==> src/tnj_pkg.sv <==
// Types and constants shared by the tag network join and ranging block.
package tnj_pkg;

  typedef enum logic [2:0] {
    EV_BEACON     = 3'd0,
    EV_MISS       = 3'd1,
    EV_GRANT      = 3'd2,
    EV_GRANT_MISS = 3'd3,
    EV_DISCOVERED = 3'd4,
    EV_SWEPT      = 3'd5,
    EV_MOTION     = 3'd6,
    EV_OTHER      = 3'd7
  } event_e;

  typedef enum logic [3:0] {
    PH_SCAN     = 4'b0001,
    PH_JOINING  = 4'b0010,
    PH_DISCOVER = 4'b0100,
    PH_RANGING  = 4'b1000
  } phase_e;

  localparam logic [1:0] LS_SCAN     = 2'd0;
  localparam logic [1:0] LS_JOINING  = 2'd1;
  localparam logic [1:0] LS_DISCOVER = 2'd2;
  localparam logic [1:0] LS_RANGING  = 2'd3;

  typedef enum logic [2:0] {
    REG_PROTOCOL_VERSION   = 3'd0,
    REG_JOIN_RETRY_LIMIT   = 3'd1,
    REG_MISS_LIMIT         = 3'd2,
    REG_MIN_ANCHOR_COUNT   = 3'd3,
    REG_LEASE_LENGTH       = 3'd4,
    REG_SCHEDULE_GAP_LIMIT = 3'd5,
    REG_RANGE_EVERY_TABLE  = 3'd6,
    REG_BLINK_ENABLE       = 3'd7
  } reg_idx_e;

  localparam int unsigned CfgIdxW  = 3;
  localparam int unsigned CfgDataW = 32;

  localparam logic [1:0] TIER_IDLE = 2'd0;
  localparam logic [1:0] TIER_SLOW = 2'd1;
  localparam logic [1:0] TIER_FAST = 2'd2;

  localparam int unsigned ActJoin      = 0;
  localparam int unsigned ActDiscover  = 1;
  localparam int unsigned ActToScan    = 2;
  localparam int unsigned ActSleep     = 3;
  localparam int unsigned ActKeepalive = 4;
  localparam int unsigned ActSweep     = 5;
  localparam int unsigned ActBlink     = 6;
  localparam int unsigned ActAlert     = 7;

  typedef struct packed {
    logic [2:0]  mode;
    logic [7:0]  beacon_version;
    logic [31:0] beacon_frame;
    logic        scheduled;
    logic [7:0]  beacon_slot;
    logic [15:0] grant_address;
    logic [7:0]  grant_seat;
    logic [1:0]  grant_tier;
    logic [15:0] grant_lease;
    logic [7:0]  anchors_found;
    logic [1:0]  motion_tier;
    logic        alert_waiting;
  } in_word_t;

  typedef struct packed {
    logic [7:0]  actions;
    logic [1:0]  link_state;
    logic [1:0]  active_tier;
    logic [7:0]  transmit_slot;
    logic [15:0] own_address;
    logic [7:0]  own_seat;
  } out_word_t;

  typedef struct packed {
    logic [7:0]  protocol_version;
    logic [7:0]  join_retry_limit;
    logic [7:0]  miss_limit;
    logic [7:0]  min_anchor_count;
    logic [15:0] lease_length;
    logic [31:0] schedule_gap_limit;
    logic [23:0] range_every_table;
    logic        blink_enable;
  } cfg_t;

  typedef struct packed {
    phase_e      phase;
    logic [1:0]  tier_now;
    logic [31:0] last_frame;
    logic [7:0]  missed_beacons;
    logic [7:0]  join_attempts;
    logic [15:0] address_held;
    logic [7:0]  seat_held;
    logic [15:0] lease_left;
    logic [31:0] last_scheduled_frame;
    logic [7:0]  anchor_count;
    logic [7:0]  slot_held;
    logic [7:0]  participations;
  } link_st_t;

endpackage

==> src/tnj_core.sv <==
// Next-state and action logic for one event word.
module tnj_core import tnj_pkg::*; (
  input  cfg_t      cfg_i,
  input  link_st_t  st_i,
  input  in_word_t  word_i,
  output link_st_t  st_o,
  output out_word_t res_o
);

  logic [31:0] elapsed;
  logic [31:0] gap;
  logic [15:0] lease_aged;
  logic        ver_ok;
  logic [7:0]  miss_inc;
  logic [7:0]  join_inc;
  logic [7:0]  part_inc;
  logic [7:0]  div_raw;
  logic [7:0]  divisor;
  logic        gap_trip;
  logic        renew;
  logic [7:0]  act;
  logic [1:0]  ls_code;
  event_e      mode;

  assign mode       = event_e'(word_i.mode);
  assign ver_ok     = (word_i.beacon_version == cfg_i.protocol_version);
  assign elapsed    = word_i.beacon_frame - st_i.last_frame;
  assign lease_aged = ({16'd0, st_i.lease_left} > elapsed) ?
                      (st_i.lease_left - elapsed[15:0]) : 16'd0;
  assign gap        = word_i.beacon_frame - st_i.last_scheduled_frame;
  assign gap_trip   = !word_i.scheduled && (gap > cfg_i.schedule_gap_limit);
  assign renew      = (lease_aged <= {1'b0, cfg_i.lease_length[15:1]});
  assign miss_inc   = st_i.missed_beacons + 8'd1;
  assign join_inc   = st_i.join_attempts + 8'd1;
  assign part_inc   = st_i.participations + 8'd1;

  always_comb begin
    case (st_i.tier_now)
      TIER_IDLE: div_raw = cfg_i.range_every_table[7:0];
      TIER_SLOW: div_raw = cfg_i.range_every_table[15:8];
      default:   div_raw = cfg_i.range_every_table[23:16];
    endcase
    divisor = (div_raw == 8'd0) ? 8'd1 : div_raw;
  end

  always_comb begin
    st_o = st_i;
    act  = 8'd0;
    if (mode == EV_MOTION) begin
      st_o.tier_now = word_i.motion_tier;
    end else begin
      case (st_i.phase)
        PH_SCAN: begin
          if (mode == EV_BEACON && ver_ok) begin
            st_o.last_frame     = word_i.beacon_frame;
            st_o.missed_beacons = 8'd0;
            st_o.join_attempts  = 8'd0;
            st_o.phase          = PH_JOINING;
            act[ActJoin]        = 1'b1;
          end else begin
            act[ActSleep] = 1'b1;
          end
        end
        PH_JOINING: begin
          if (mode == EV_GRANT) begin
            st_o.address_held         = word_i.grant_address;
            st_o.seat_held            = word_i.grant_seat;
            st_o.tier_now             = word_i.grant_tier;
            st_o.lease_left           = word_i.grant_lease;
            st_o.missed_beacons       = 8'd0;
            st_o.last_scheduled_frame = st_i.last_frame;
            st_o.phase                = PH_DISCOVER;
            act[ActDiscover]          = 1'b1;
          end else if (mode == EV_GRANT_MISS) begin
            st_o.join_attempts = join_inc;
            if (join_inc >= cfg_i.join_retry_limit) begin
              st_o.phase = PH_SCAN;
            end else begin
              act[ActJoin] = 1'b1;
            end
          end else if (mode == EV_BEACON && ver_ok) begin
            st_o.missed_beacons = 8'd0;
            st_o.last_frame     = word_i.beacon_frame;
            act[ActJoin]        = 1'b1;
          end
        end
        PH_DISCOVER, PH_RANGING: begin
          if (mode == EV_MISS) begin
            if (miss_inc >= cfg_i.miss_limit) begin
              st_o.phase          = PH_SCAN;
              st_o.missed_beacons = 8'd0;
              act[ActToScan]      = 1'b1;
            end else begin
              st_o.missed_beacons = miss_inc;
            end
          end else if (mode == EV_DISCOVERED && st_i.phase == PH_DISCOVER) begin
            st_o.anchor_count = word_i.anchors_found;
            if (word_i.anchors_found >= cfg_i.min_anchor_count) begin
              st_o.phase = PH_RANGING;
            end else begin
              act[ActDiscover] = 1'b1;
            end
          end else if (mode == EV_SWEPT && st_i.phase == PH_RANGING) begin
            if (word_i.anchors_found < cfg_i.min_anchor_count) begin
              st_o.phase       = PH_DISCOVER;
              act[ActDiscover] = 1'b1;
            end
          end else if (mode == EV_BEACON) begin
            st_o.missed_beacons = 8'd0;
            st_o.last_frame     = word_i.beacon_frame;
            st_o.lease_left     = lease_aged;
            if (word_i.scheduled) begin
              st_o.slot_held            = word_i.beacon_slot;
              st_o.last_scheduled_frame = word_i.beacon_frame;
            end
            if (gap_trip) begin
              st_o.phase     = PH_SCAN;
              act[ActToScan] = 1'b1;
            end else begin
              if (renew) begin
                act[ActKeepalive] = 1'b1;
                st_o.lease_left   = cfg_i.lease_length;
              end
              if (!word_i.scheduled) begin
                act[ActSleep] = 1'b1;
              end else if (st_i.phase == PH_DISCOVER) begin
                act[ActDiscover] = 1'b1;
              end else if (part_inc >= divisor) begin
                st_o.participations = 8'd0;
                if (cfg_i.blink_enable) begin
                  act[ActBlink] = 1'b1;
                end else begin
                  act[ActSweep] = 1'b1;
                end
              end else begin
                st_o.participations = part_inc;
                act[ActSleep]       = 1'b1;
              end
            end
          end
        end
        default: begin
          st_o.phase = PH_SCAN;
        end
      endcase
    end
    if (word_i.alert_waiting &&
        (mode == EV_BEACON || (st_i.phase == PH_SCAN && mode == EV_MISS))) begin
      act[ActAlert] = 1'b1;
    end
  end

  always_comb begin
    case (st_o.phase)
      PH_SCAN:     ls_code = LS_SCAN;
      PH_JOINING:  ls_code = LS_JOINING;
      PH_DISCOVER: ls_code = LS_DISCOVER;
      PH_RANGING:  ls_code = LS_RANGING;
      default:     ls_code = LS_SCAN;
    endcase
  end

  assign res_o.actions       = act;
  assign res_o.link_state    = ls_code;
  assign res_o.active_tier   = st_o.tier_now;
  assign res_o.transmit_slot = st_o.slot_held;
  assign res_o.own_address   = st_o.address_held;
  assign res_o.own_seat      = st_o.seat_held;

endmodule

==> src/tag_network_join_range_fsm.sv <==
// Top level of the tag-side network join, discovery and ranging controller.
// One event word gives one result word. An event is captured in an input
// register, decoded combinationally against the link state and written to
// the output register while the state updates, so a new event is taken
// every cycle unless the output stalls. The pipeline holds only when the
// output register is full and stalled.
// Configuration writes take effect on the next cycle and are expected only
// while no event is in flight.
module tag_network_join_range_fsm import tnj_pkg::*; (
  input  logic                clk_i,
  input  logic                rst_ni,
  input  logic                in_valid_i,
  output logic                in_stall_o,
  input  in_word_t            in_data_i,
  output logic                out_valid_o,
  input  logic                out_stall_i,
  output out_word_t           out_data_o,
  input  logic                cfg_we_i,
  input  logic [CfgIdxW-1:0]  cfg_idx_i,
  input  logic [CfgDataW-1:0] cfg_wdata_i
);

  in_word_t  in_q;
  logic      in_vld_q;
  out_word_t out_q;
  logic      out_vld_q;
  link_st_t  st_q;
  link_st_t  st_d;
  out_word_t res;
  cfg_t      cfg_q;
  logic      out_free;
  logic      fire;
  logic      take;
  reg_idx_e  idx;

  assign out_free   = !out_vld_q || !out_stall_i;
  assign fire       = in_vld_q && out_free;
  assign in_stall_o = in_vld_q && !out_free;
  assign take       = in_valid_i && !in_stall_o;
  assign idx        = reg_idx_e'(cfg_idx_i);

  tnj_core u_core (
    .cfg_i  (cfg_q),
    .st_i   (st_q),
    .word_i (in_q),
    .st_o   (st_d),
    .res_o  (res)
  );

  // input register
  always_ff @(posedge clk_i or negedge rst_ni) begin
    if (!rst_ni) begin
      in_vld_q <= 1'b0;
    end else if (take) begin
      in_vld_q <= 1'b1;
    end else if (fire) begin
      in_vld_q <= 1'b0;
    end
  end

  always_ff @(posedge clk_i) begin
    if (take) begin
      in_q <= in_data_i;
    end
  end

  // output register
  always_ff @(posedge clk_i or negedge rst_ni) begin
    if (!rst_ni) begin
      out_vld_q <= 1'b0;
    end else if (fire) begin
      out_vld_q <= 1'b1;
    end else if (!out_stall_i) begin
      out_vld_q <= 1'b0;
    end
  end

  always_ff @(posedge clk_i) begin
    if (fire) begin
      out_q <= res;
    end
  end

  // link state
  always_ff @(posedge clk_i or negedge rst_ni) begin
    if (!rst_ni) begin
      st_q.phase                <= PH_SCAN;
      st_q.tier_now             <= TIER_FAST;
      st_q.last_frame           <= '0;
      st_q.missed_beacons       <= '0;
      st_q.join_attempts        <= '0;
      st_q.address_held         <= '0;
      st_q.seat_held            <= '0;
      st_q.lease_left           <= '0;
      st_q.last_scheduled_frame <= '0;
      st_q.anchor_count         <= '0;
      st_q.slot_held            <= '0;
      st_q.participations       <= '0;
    end else if (fire) begin
      st_q <= st_d;
    end
  end

  // configuration registers
  always_ff @(posedge clk_i or negedge rst_ni) begin
    if (!rst_ni) begin
      cfg_q.protocol_version   <= 8'd1;
      cfg_q.join_retry_limit   <= 8'd5;
      cfg_q.miss_limit         <= 8'd5;
      cfg_q.min_anchor_count   <= 8'd3;
      cfg_q.lease_length       <= 16'd50;
      cfg_q.schedule_gap_limit <= 32'd100;
      cfg_q.range_every_table  <= 24'h010101;
      cfg_q.blink_enable       <= 1'b0;
    end else if (cfg_we_i) begin
      case (idx)
        REG_PROTOCOL_VERSION:   cfg_q.protocol_version   <= cfg_wdata_i[7:0];
        REG_JOIN_RETRY_LIMIT:   cfg_q.join_retry_limit   <= cfg_wdata_i[7:0];
        REG_MISS_LIMIT:         cfg_q.miss_limit         <= cfg_wdata_i[7:0];
        REG_MIN_ANCHOR_COUNT:   cfg_q.min_anchor_count   <= cfg_wdata_i[7:0];
        REG_LEASE_LENGTH:       cfg_q.lease_length       <= cfg_wdata_i[15:0];
        REG_SCHEDULE_GAP_LIMIT: cfg_q.schedule_gap_limit <= cfg_wdata_i[31:0];
        REG_RANGE_EVERY_TABLE:  cfg_q.range_every_table  <= cfg_wdata_i[23:0];
        REG_BLINK_ENABLE:       cfg_q.blink_enable       <= cfg_wdata_i[0];
        default: ;
      endcase
    end
  end

  assign out_valid_o = out_vld_q;
  assign out_data_o  = out_q;

endmodule

==> config.mk <==
export PLATFORM = sky130hd
export DESIGN_NAME = tag_network_join_range_fsm
export DESIGN_NICKNAME = d
export VERILOG_FILES = /design/src/tnj_pkg.sv /design/src/tnj_core.sv /design/src/tag_network_join_range_fsm.sv
export SDC_FILE = /design/constraint.sdc
export NUM_CORES = 1
export LEC_CHECK = 0
export BUFFER_PORTS_ARGS = -buffer_cell sky130_fd_sc_hd__buf_2
export CORE_MARGIN = 10
export CORE_UTILIZATION = 60
export CTS_CLUSTER_DIAMETER = 40
export DETAILED_ROUTE_END_ITERATION = 6
export HOLD_SLACK_MARGIN = 0.08
export PLACE_DENSITY = 0.87
export SLEW_MARGIN = 40
export SYNTH_ARGS = -nofsm -noshare
export SYNTH_HDL_FRONTEND = slang
export SYNTH_SLANG_ARGS = --single-unit
==> constraint.sdc <==
create_clock -name clk_i -period 7.8 [get_ports clk_i]
set_clock_uncertainty 0.05 [all_clocks]
set_input_delay 0.39 -clock clk_i [delete_from_list [all_inputs] [get_ports clk_i]]
set_output_delay 0.39 -clock clk_i [all_outputs]
set_load 0.01 [all_outputs]
* Word-level counts from Yosys, hierarchy flattened
Cells that the tools add are included.
** Cells by class
- Shift-type cells :: 0
- Eq/ne operators :: 39
- $add $sub $neg :: 6
- $mul :: 0
- Divide/modulo/power cells :: 0
- Bitwise logic cells :: 10
- Magnitude comparators :: 8
- Multiplexer cells :: 93
- Reduce and logical (&&, ||, !) cells :: 43
** Operator list (number)
- 40-bit two-way mux :: 5
- 48-bit two-way mux :: 4
- 72-bit two-way mux :: 2
- 40-bit case mux with 3 select lines :: 1
- 16-bit two-way mux :: 6
- 32-bit two-way mux :: 3
- 8-bit two-way mux :: 12
- 96-bit two-way mux :: 1
- 48-bit case mux with 2 select lines :: 1
- 32-bit subtractor :: 2
- 4-bit two-way mux :: 13
- 24-bit two-way mux :: 2
- 8-bit greater-or-equal comparator :: 4
- 16-bit by 32-bit > comparator with 1-bit output :: 1
- 32-bit > comparator :: 1
- 8-bit case mux with 2 select lines :: 2
- 1-bit two-way mux :: 30
- 8-bit by 1-bit adder with 8-bit output (second input constant) :: 3
- 3-bit == test (second input constant) :: 7
- 9-bit AND reduction :: 2
- 16-bit by 15-bit <= comparator with 1-bit output :: 1
- 2-bit AND reduction :: 8
- 16-bit subtractor :: 1
- 3-bit by 2-bit == test with 1-bit output (second input constant) :: 4
- 35 further kinds :: 83
** Storage, ports and cells
- Word-level logic and storage cells :: 243
- Bits in read-only memories :: 0
- Bits in latches :: 0
- Memory bits (writable) :: 0
- Input port bits :: 145
- Output and inout port bits :: 46
- Bits in registers :: 406
- Memories kept :: 0

* Depth between registers and ports, before layout
Gate-level depths: netlist (run 1).
- Depth after elaboration :: 15
- Gate-level depth with buffers :: 34
- Depth with buffers taken out :: 31

* Modules after synthesis
A second synthesis (run 1) with hierarchy kept.
** Second synthesis, totals
- Cell total of the unflattened synthesis :: 2181
- Area total of the unflattened synthesis :: 24091.9 um2
** Modules (own cells, without submodules)
- tag_network_join_range_fsm :: cells each 704, area an instance 14141.1 um2, sequential area each 10928.0 um2, times used 1
- tnj_core :: cells each 1477, area an instance 9950.8 um2, sequential area each 0.0 um2, times used 1

* Least setup slack after synthesis (run 1)
No wires, ideal clock.
- Path kind :: reg-to-reg
- From :: register in_q[62] in the netlist's numbering
- To :: register st_q[58] in the netlist's numbering
- Cell stages (with the launch flop) :: 34
- Period minus slack after synthesis :: 6148 ps
- Slack :: 1652 ps
- Data arrival time :: 6016 ps
- Data required time :: 7668 ps
- Library setup time :: 82 ps
- Buffers on the path :: 3
- Cell sequence :: edfxtp_1 inv_1 ha_1 inv_1 fa_1 a211oi_2 o21bai_1 a21o_1 a21o_1 a21oi_1 xor2_1 ha_1 nand3_1 or4_1 o31ai_1 a2111o_1 nor4_1 and4b_1 nand4_1 clkbuf_1 nor2_1 ha_1 nor2b_1 o21ai_0 a21oi_1 nor3_1 o31ai_1 a31oi_1 o21ba_2 buf_1 a21boi_2 buf_2 or3b_1 a31oi_1
** Between the ends
- Cells in the longest elaborated chain, start to end :: 11
- Elaborated cells on any way between the ends :: 15
- Classes of those cells :: 3 x add/sub; 3 x order compare; 8 x mux; 1 x reduce/logical
** RTL lines
- from (decl) :: line tag_network_join_range_fsm.sv:23 : in_word_t in_q;
- from (signal assigned) :: line tag_network_join_range_fsm.sv:63 : in_q <= in_data_i;
- 32-bit subtractor :: line tnj_core.sv:27 : assign elapsed = word_i.beacon_frame - st_i.last_frame;
- 16-bit by 32-bit > comparator with 1-bit output / 16-bit subtractor (equally long branches) :: line tnj_core.sv:28, tnj_core.sv:29
- 16-bit two-way mux :: line tnj_core.sv:28 : assign lease_aged = ({16'd0, st_i.lease_left} > elapsed) ?
- 16-bit by 15-bit <= comparator with 1-bit output :: line tnj_core.sv:32 : assign renew = (lease_aged <= {1'b0, cfg_i.lease_length[15:1]});
- 16-bit two-way mux :: line tnj_core.sv:120 : if (renew) begin
- 16-bit two-way mux (*) :: line tnj_core.sv:116 : if (gap_trip) begin
- 48-bit two-way mux (*) :: line tnj_core.sv:108 : end else if (mode == EV_BEACON) begin
- 48-bit two-way mux (*) :: line tnj_core.sv:103 : end else if (mode == EV_SWEPT && st_i.phase == PH_RANGING) begin
- 48-bit two-way mux (*) :: line tnj_core.sv:96 : end else if (mode == EV_DISCOVERED && st_i.phase == PH_DISCOVER) begin
- 72-bit two-way mux (*) :: line tnj_core.sv:88 : if (mode == EV_MISS) begin
- 48-bit case mux with 2 select lines (*) :: line tnj_core.sv:52 : case (st_i.phase)
- to (signal assigned) :: line tag_network_join_range_fsm.sv:100 : st_q <= st_d;
- to (decl) :: line tag_network_join_range_fsm.sv:27 : link_st_t st_q;
Every way passes the cells marked *; elsewhere a longest branch is shown, timed or not. The select of a mux whose other input is x is not followed.
A chain may end at the register's enable or synchronous reset.

* Worst setup path in the final report (run 1)
- From :: register in_q[63] in the netlist's numbering
- To :: register st_q[68] in the netlist's numbering
Same word-level chain as after synthesis.

==> results of run 1 <==
==> flip-flops by register name, indices dropped and copies added (netlist names) <==
register and cells:
cfg_q 105, in_q 105, out_data_o 44, st_q 142
out_valid_o 1, in_vld_q 1
==> what timing repair did <==
action | 4_1_cts | 5_1_grt
gates resized for setup | 0 | 1
buffers inserted | 0 | 0
hold buffers | 137 | 0
endpoints found under the hold margin | 231 | 0
endpoints found under the setup margin | 0 | 5
==> per-stage QoR <==
stage	utilization (%)	cell area, sq um	worst slack (ns)
2_1_floorplan	-	22610	1.652
3_3_place_gp	64.39	24080	0.8176
3_5_place_dp	64.51	24130	0.6018
4_1_cts	72.82	27230	0.5178
5_1_grt	72.86	27250	0.08405
6_report	72.88	27260	0.5152
==> report_power, final <==
part,internal (mW),switching [mW],total (mW)
sequential,2.47,0.208,2.68
clock,1.38,1.01,2.39
combinational,1.08,1.58,2.66
==> cell families (layout without fill, tap and decap cells) <==
group	Yosys count	count (layout)	synth area share, %
xor+xnor	84	84	3.254
buf+inv	246	609	4.156
mux	186	186	9.204
simple gates	544	544	11.78
flops	398	398	47.45
compound gates	543	543	15.03
other cells	0	6	0
fa+ha+maj	163	163	9.121
==> placed cells by master (no fill, tap or decap), types with 49 or more instances in the layout <==
master	synthesis	routed
edfxtp_1	149	149
clkbuf_16	0	50
mux2_2	175	175
buf_2	13	189
xnor2_1	49	49
nor2_1	154	154
a21oi_1	187	186
dlygate4sd3_1	0	137
ha_1	160	160
nand2_1	141	141
inv_1	166	166
nand3_1	65	65
o21ai_0	117	117
dfrtp_1	231	231
a21o_1	51	51
==> worst paths after layout <==
path	from	end	slack [ns]	depth (start not counted)
min	cfg_wdata_i[6]	cfg_q[63]	0.11	3
min in group asynchronous	rst_ni	st_q[0]	0.29	2
max	in_q[63]	st_q[68]	0.52	27
min reg2reg	cfg_q[3]	cfg_q[3]	0.46	1
max in group asynchronous	rst_ni	st_q[120]	6.03	4
max reg2reg	in_q[63]	st_q[68]	0.52	27
==> metal layers <==
| metal | track usage [%] | share of wire, % | vias up |
|---|---|---|---|
| met2 | 48.62 | 49 | 881 |
| met1 | 34.64 | 39 | 8966 |
| met3 | 6.093 | 7.8 | 190 |
| met5 | 0 | 0.031 | - |
| li1 | - | - | 8487 |
| met4 | 12.43 | 4.1 | 4 |
==> layout make-up <==
type / count / area (sq um) / share of cell area, %
Sequential cell: 398 / 10730 / 39.36
Antenna cell: 6 / 15.01 / 0.05509
Tap cell: 511 / 639.4 / 2.346
Timing Repair Buffer: 348 / 2526 / 9.268
Clock buffer: 59 / 1315 / 4.825
Clock inverter: 35 / 420.4 / 1.542
Multi-Input combinational cell: 1520 / 10990 / 40.30
Inverter: 167 / 626.9 / 2.300
==> worst min-delay path: stages <==
cell and delay (ns):
buf_2 0.20, nand2_1 0.08, o21ai_0 0.07
==> key figures, run 1 <==
Setup path
  • Crit path max-delay cell type: nand4_1
  • Longest individual stage delay on the worst path: 0.53 ns
  • Worst setup path category: register to register
  • Crit path buffers/inverters: 0
  • Category of the worst setup path launch point: register
  • Worst endpoint data arrival time: 7.76 ns
  • Required time worst endpoint: 8.28 ns
  • Critical Path Fanout Max: 19
  • CP delay by family, top: compound AO/OA/AOI/OAI gates
  • Endpoint class of the critical path: register

Routing
  • Iter 0 DRT Violations: 1927
  • TritonRoute pass-1 iters: 6
  • Remaining routing DRC violations: 0
  • Detail-routed via count per cell: 6.087
  • Count of nets left with antenna violations after detail routing: 0
  • Total via count in the routed design: 18530
  • Average wire per cell in the routed design: 22.15 um
  • Final Routed Wirelength: 67.41 mm

GRT
  • Gr ovfl total: 0
  • GRT Util Overall: 28.65%
  • Pin count of the biggest net entering global routing: 101
  • Number of global-route vias before repair: 19050
  • Global-route wire length before repair: 105.7 mm
  • Number of antenna violations at the first check in global routing: 9

Final layout
  • Area overhead of the layout relative to synthesis: 20.57%
  • Fill cell count: 2460
  • Number of cells in the finished layout apart from fillers: 3044
  • Net total in the final layout: 2793
  • Proportion of layout cells with a drive suffix above 1: 21.01%

STA
  • Unrepaired setup endpoints after global routing: no
  • Total negative slack for setup checks: 0 ns
  • Final Critical Period: 7.285 ns
  • Fmax: 137.3 MHz
  • Post-route fraction of the period consumed by the critical path: 93.39%
  • Count of endpoints failing setup in the final report: 0
  • Max-slew violation total from the final report: 0
  • Final Hold Violating Endpoints: 0
  • Slew of the pin with the lowest slew margin: 0.8674 ns
  • Max-slew headroom at the worst pin: 41.64%
  • Worst hold slack across all endpoints: 0.1136 ns

Clocking
  • Deepest level of the CTS H-tree: 2
  • Buffer depth of the longest clock path: 3
  • Clock tree root driver cell: clkbuf_16
  • Insertion delay to the later sink of the worst-skew pair: 0.63 ns
  • Clock buffers created by TritonCTS: 50
  • Clock tree from TritonCTS: built
  • Number of sinks handled by clock tree synthesis: 398
  • Clock transition at the registers of the reported paths: 0.06 ns

Synth
  • Combined area of all synthesized cells: 22610 sq um
  • Top cell type's share of synthesized area: 25.57%
  • Synth async-reset ratio: 62.56%
  • Register area share after synthesis: 47.45%
  • Number of register bits inferred by synthesis: 398
  • List of most frequent post-synthesis cells: 231 x dfrtp_1, 187 x a21oi_1, 175 x mux2_2
  • Nets in the synthesized netlist: 2472
  • Syn avg cell area: 10.45 sq um
  • Most instantiated library cell after synthesis: dfrtp_1
  • Yosys top cell by area: dfrtp_1
  • Most used flip-flop cell after synthesis: dfrtp_1
  • Synth Instances: 2164
  • Post-synthesis cell type count: 78
  • Number of synthesized flops with an enable pin: 149
  • Number of warnings printed during yosys synthesis: 0
  • Ranking of synthesized cells by area: dfrtp_1 26%, edfxtp_1 20%, ha_1 8.9%

Placement
  • Placed Instances: 2807
  • Number of port buffers: 190
  • DPL Wire Length: 45.52 mm
  • Global placement routability congestion: 0.9729

Die
  • Initial cell density of the core: 60.45%
  • Die footprint: 45840 sq um
  • Die Span X: 214.1 um
  • Number of ports placed on the die boundary: 191
  • Row count: 71
  • Die height: 214.1 um
  • Core region area: 37400 sq um

Hold path
  • Worst Hold Class: input pin to register

Run status
  • Result of the run: complete, no violations

Power
  • Leakage power: 12.08 nW
  • Peak supply drop: 0.0002174 V
  • Post-route total power: 7.724 mW
  • Power Dens Cells: 283.4 nW/um^2

Flow run
  • Max Cap Viol: 0
(Power assumes the default switching activity.)
==> run 2: changes to the inputs <==
CORE_ASPECT_RATIO = 1.2   (was not set)
CTS_CLUSTER_SIZE = 40   (was not set)
==> key figures, run 2 (same netlist as run 1, synthesis figures left out) <==
Clocking
  • Setup repair bufs after CTS: 0 (unchanged)
  • Deepest level of the CTS H-tree: 2 (unchanged)
  • Insertion delay to the later sink of the worst-skew pair: 0.61 ns (-0.02 ns)
  • Clock tree root driver cell: clkbuf_16
  • Buffer depth of the longest clock path: 3 (unchanged)
  • Clock transition at the registers of the reported paths: 0.08 ns (+0.02 ns)
  • Number of sinks handled by clock tree synthesis: 398 (unchanged)
  • Clock buffers created by TritonCTS: 46 (-8.0%)
  • Clock tree from TritonCTS: built

Die
  • Number of ports placed on the die boundary: 191 (unchanged)
  • Core region area: 37000 sq um (-1.1%)
  • Die footprint: 45870 sq um (about the same)
  • Initial cell density of the core: 61.11% (+0.66 points)
  • Row count: 77 (+8.5%)
  • Die height: 232.6 um (+8.7%)
  • Die Span X: 197.2 um (-7.9%)

Power
  • Post-route total power: 7.703 mW (-0.26%)
  • Power Dens Cells: 284.6 nW/um^2 (+0.45%)
  • Peak supply drop: 0.0002700 V (+24%)
  • Leakage power: 12.01 nW (-0.58%)

GRT
  • Pin count of the biggest net entering global routing: 78 (-23%)
  • Layer with the highest usage: met2
  • GRT met1 Usage: 34.07% (-0.57 points)
  • Number of global-route vias before repair: 19740 (+3.6%)
  • Global-route wire length before repair: 111.4 mm (+5.4%)
  • Met3 global-route usage: 7.206% (+1.1 points)
  • GRT Util Overall: 30.85% (+2.2 points)
  • Gr ovfl total: 0 (unchanged)
  • Global routing usage on met2: 53.74% (+5.1 points)
  • Number of antenna violations at the first check in global routing: 4 (-5)

Final layout
  • Multi-input gate area in the final layout: 11000 sq um (+0.15%)
  • Net total in the final layout: 2781 (-0.43%)
  • Area overhead of the layout relative to synthesis: 19.71%
  • Most frequent cells in the layout: 231 x dfrtp_1, 190 x buf_2, 186 x a21oi_1
  • Leading registers by flop count: st_q x142, cfg_q x105, in_q x105
  • Reg with most FFs: st_q
  • Fill cell count: 2378 (-3.3%)
  • Register cell area after layout: 10730 sq um (unchanged)
  • Most common cell after layout, fill and taps aside: dfrtp_1
  • Flip-flop count of the largest register, all copies and words added: 142 (unchanged)
  • Post-layout utilization of the core: 73.15% (+0.27 points)
  • Proportion of layout cells with a drive suffix above 1: 20.99% (-0.025 points)

STA
  • Worst hold slack across all endpoints: 0.09981 ns (-0.01381 ns)
  • Total negative slack for setup checks: 0 ns (unchanged)
  • Max-slew headroom at the worst pin: 42.65% (+1.0 points)
  • Post-route fraction of the period consumed by the critical path: 92.33% (-1.1 points)
  • Fmax: 138.9 MHz (+1.2%)
  • Count of endpoints failing setup in the final report: 0 (unchanged)
  • Slew of the pin with the lowest slew margin: 0.8602 ns (-0.007229 ns)
  • Max-slew violation total from the final report: 0 (unchanged)
  • Final worst slack: 0.5985 ns (+0.08323 ns)
  • Unrepaired setup endpoints after global routing: no
  • Final Hold Violating Endpoints: 0 (unchanged)
  • Final Critical Period: 7.202 ns (-0.08323 ns)

Placement
  • Setup WS pre-CTS: 0.8565 ns (+0.2547 ns)
  • Global placement routability congestion: 0.9493 (-2.4%)
  • Number of port buffers: 190 (unchanged)
  • DPL Wire Length: 44.76 mm (-1.7%)

Hold path
  • Worst hold path startpoint: cfg_wdata_i[5]
  • Hold path depth: 3 (unchanged)
  • Worst Hold Class: input pin to register

Routing
  • Iter 0 DRT Violations: 2011 (+4.4%)
  • TritonRoute pass-1 iters: 6 (unchanged)
  • Average wire per cell in the routed design: 23.68 um (+6.9%)
  • Count of nets left with antenna violations after detail routing: 0 (unchanged)
  • Total via count in the routed design: 19150 (+3.3%)
  • Final Routed Wirelength: 70.74 mm (+4.9%)
  • Remaining routing DRC violations: 0 (unchanged)
  • Detail-routed via count per cell: 6.410 (+5.3%)

Setup path
  • Critical path's most frequent cell: ha_1
  • Required time worst endpoint: 8.24 ns (-0.04 ns)
  • Origin of the critical flop-to-flop path: in_q[62]
  • R2R cell count: 30 (+11%)
  • Critical Path Fanout Max: 19 (unchanged)
  • Endpoint class of the critical path: register
  • Worst endpoint data arrival time: 7.64 ns (-0.12 ns)
  • Crit path max-delay cell type: a21boi_2
  • Beginning of the critical path: in_q[62]
  • Longest individual stage delay on the worst path: 0.50 ns (-0.03 ns)
  • Category of the worst setup path launch point: register
  • Worst setup path category: register to register

Run status
  • Result of the run: complete, no violations

Flow run
  • Max Cap Viol: 0 (unchanged)
[run 2: layer usage]
layer,vias to the layer above,wire (um)
met5,-,13
met4,2,4503
met3,313,5894
met2,1108,35150
met1,9259,25170
li1,8466,-
[run 2: cell type report]
class	instances	area share, %
Clock buffer	52	4.610
Timing Repair Buffer	340	8.993
Inverter	167	2.316
Antenna cell	2	0.01849
Multi-Input combinational cell	1520	40.65
Clock inverter	34	1.577
Tap cell	474	2.192
Sequential cell	398	39.64
[run 2: repair_timing]
| item | 4_1_cts | 5_1_grt |
|---|---|---|
| endpoints found under the hold margin | 195 | 0 |
| hold buffers | 130 | 0 |
| resized for setup | 0 | 0 |
| setup endpoints to repair | 0 | 0 |
[run 2: worst paths after layout]
check | slack, ns | endpoint
setup / recovery | 0.60 | st_q[69]
hold / removal | 0.1 | cfg_q[62]
setup reg to reg | 0.60 | st_q[69]
hold reg to reg | 0.45 | st_q[103]
max in group asynchronous | 5.86 | st_q[64]
min in group asynchronous | 0.28 | cfg_q[52]
[run 2: critical path, delay by kind of cell, from the launching register on]
family	cells	cell delay (ns)
buf+inv	3	0.42
simple gates	9	1.76
fa+ha+maj	4	1.15
compound gates	13	3.11
xor+xnor	1	0.16
flops	1	0.41
[run 2: through the flow]
step,instances,cell area [sq um]
6_report,2987,27060
5_1_grt,2987,27060
4_1_cts,2985,27040
3_5_place_dp,2769,24070
3_3_place_gp,2767,24020
2_1_floorplan,2164,22610
[run 2: power breakdown]
group / internal (mW) / total, mW / switching (mW)
Combinational: 1.07 / 2.65 / 1.57
Sequential: 2.47 / 2.69 / 0.222
Clock: 1.31 / 2.37 / 1.05
Total: 4.85 / 7.70 / 2.85
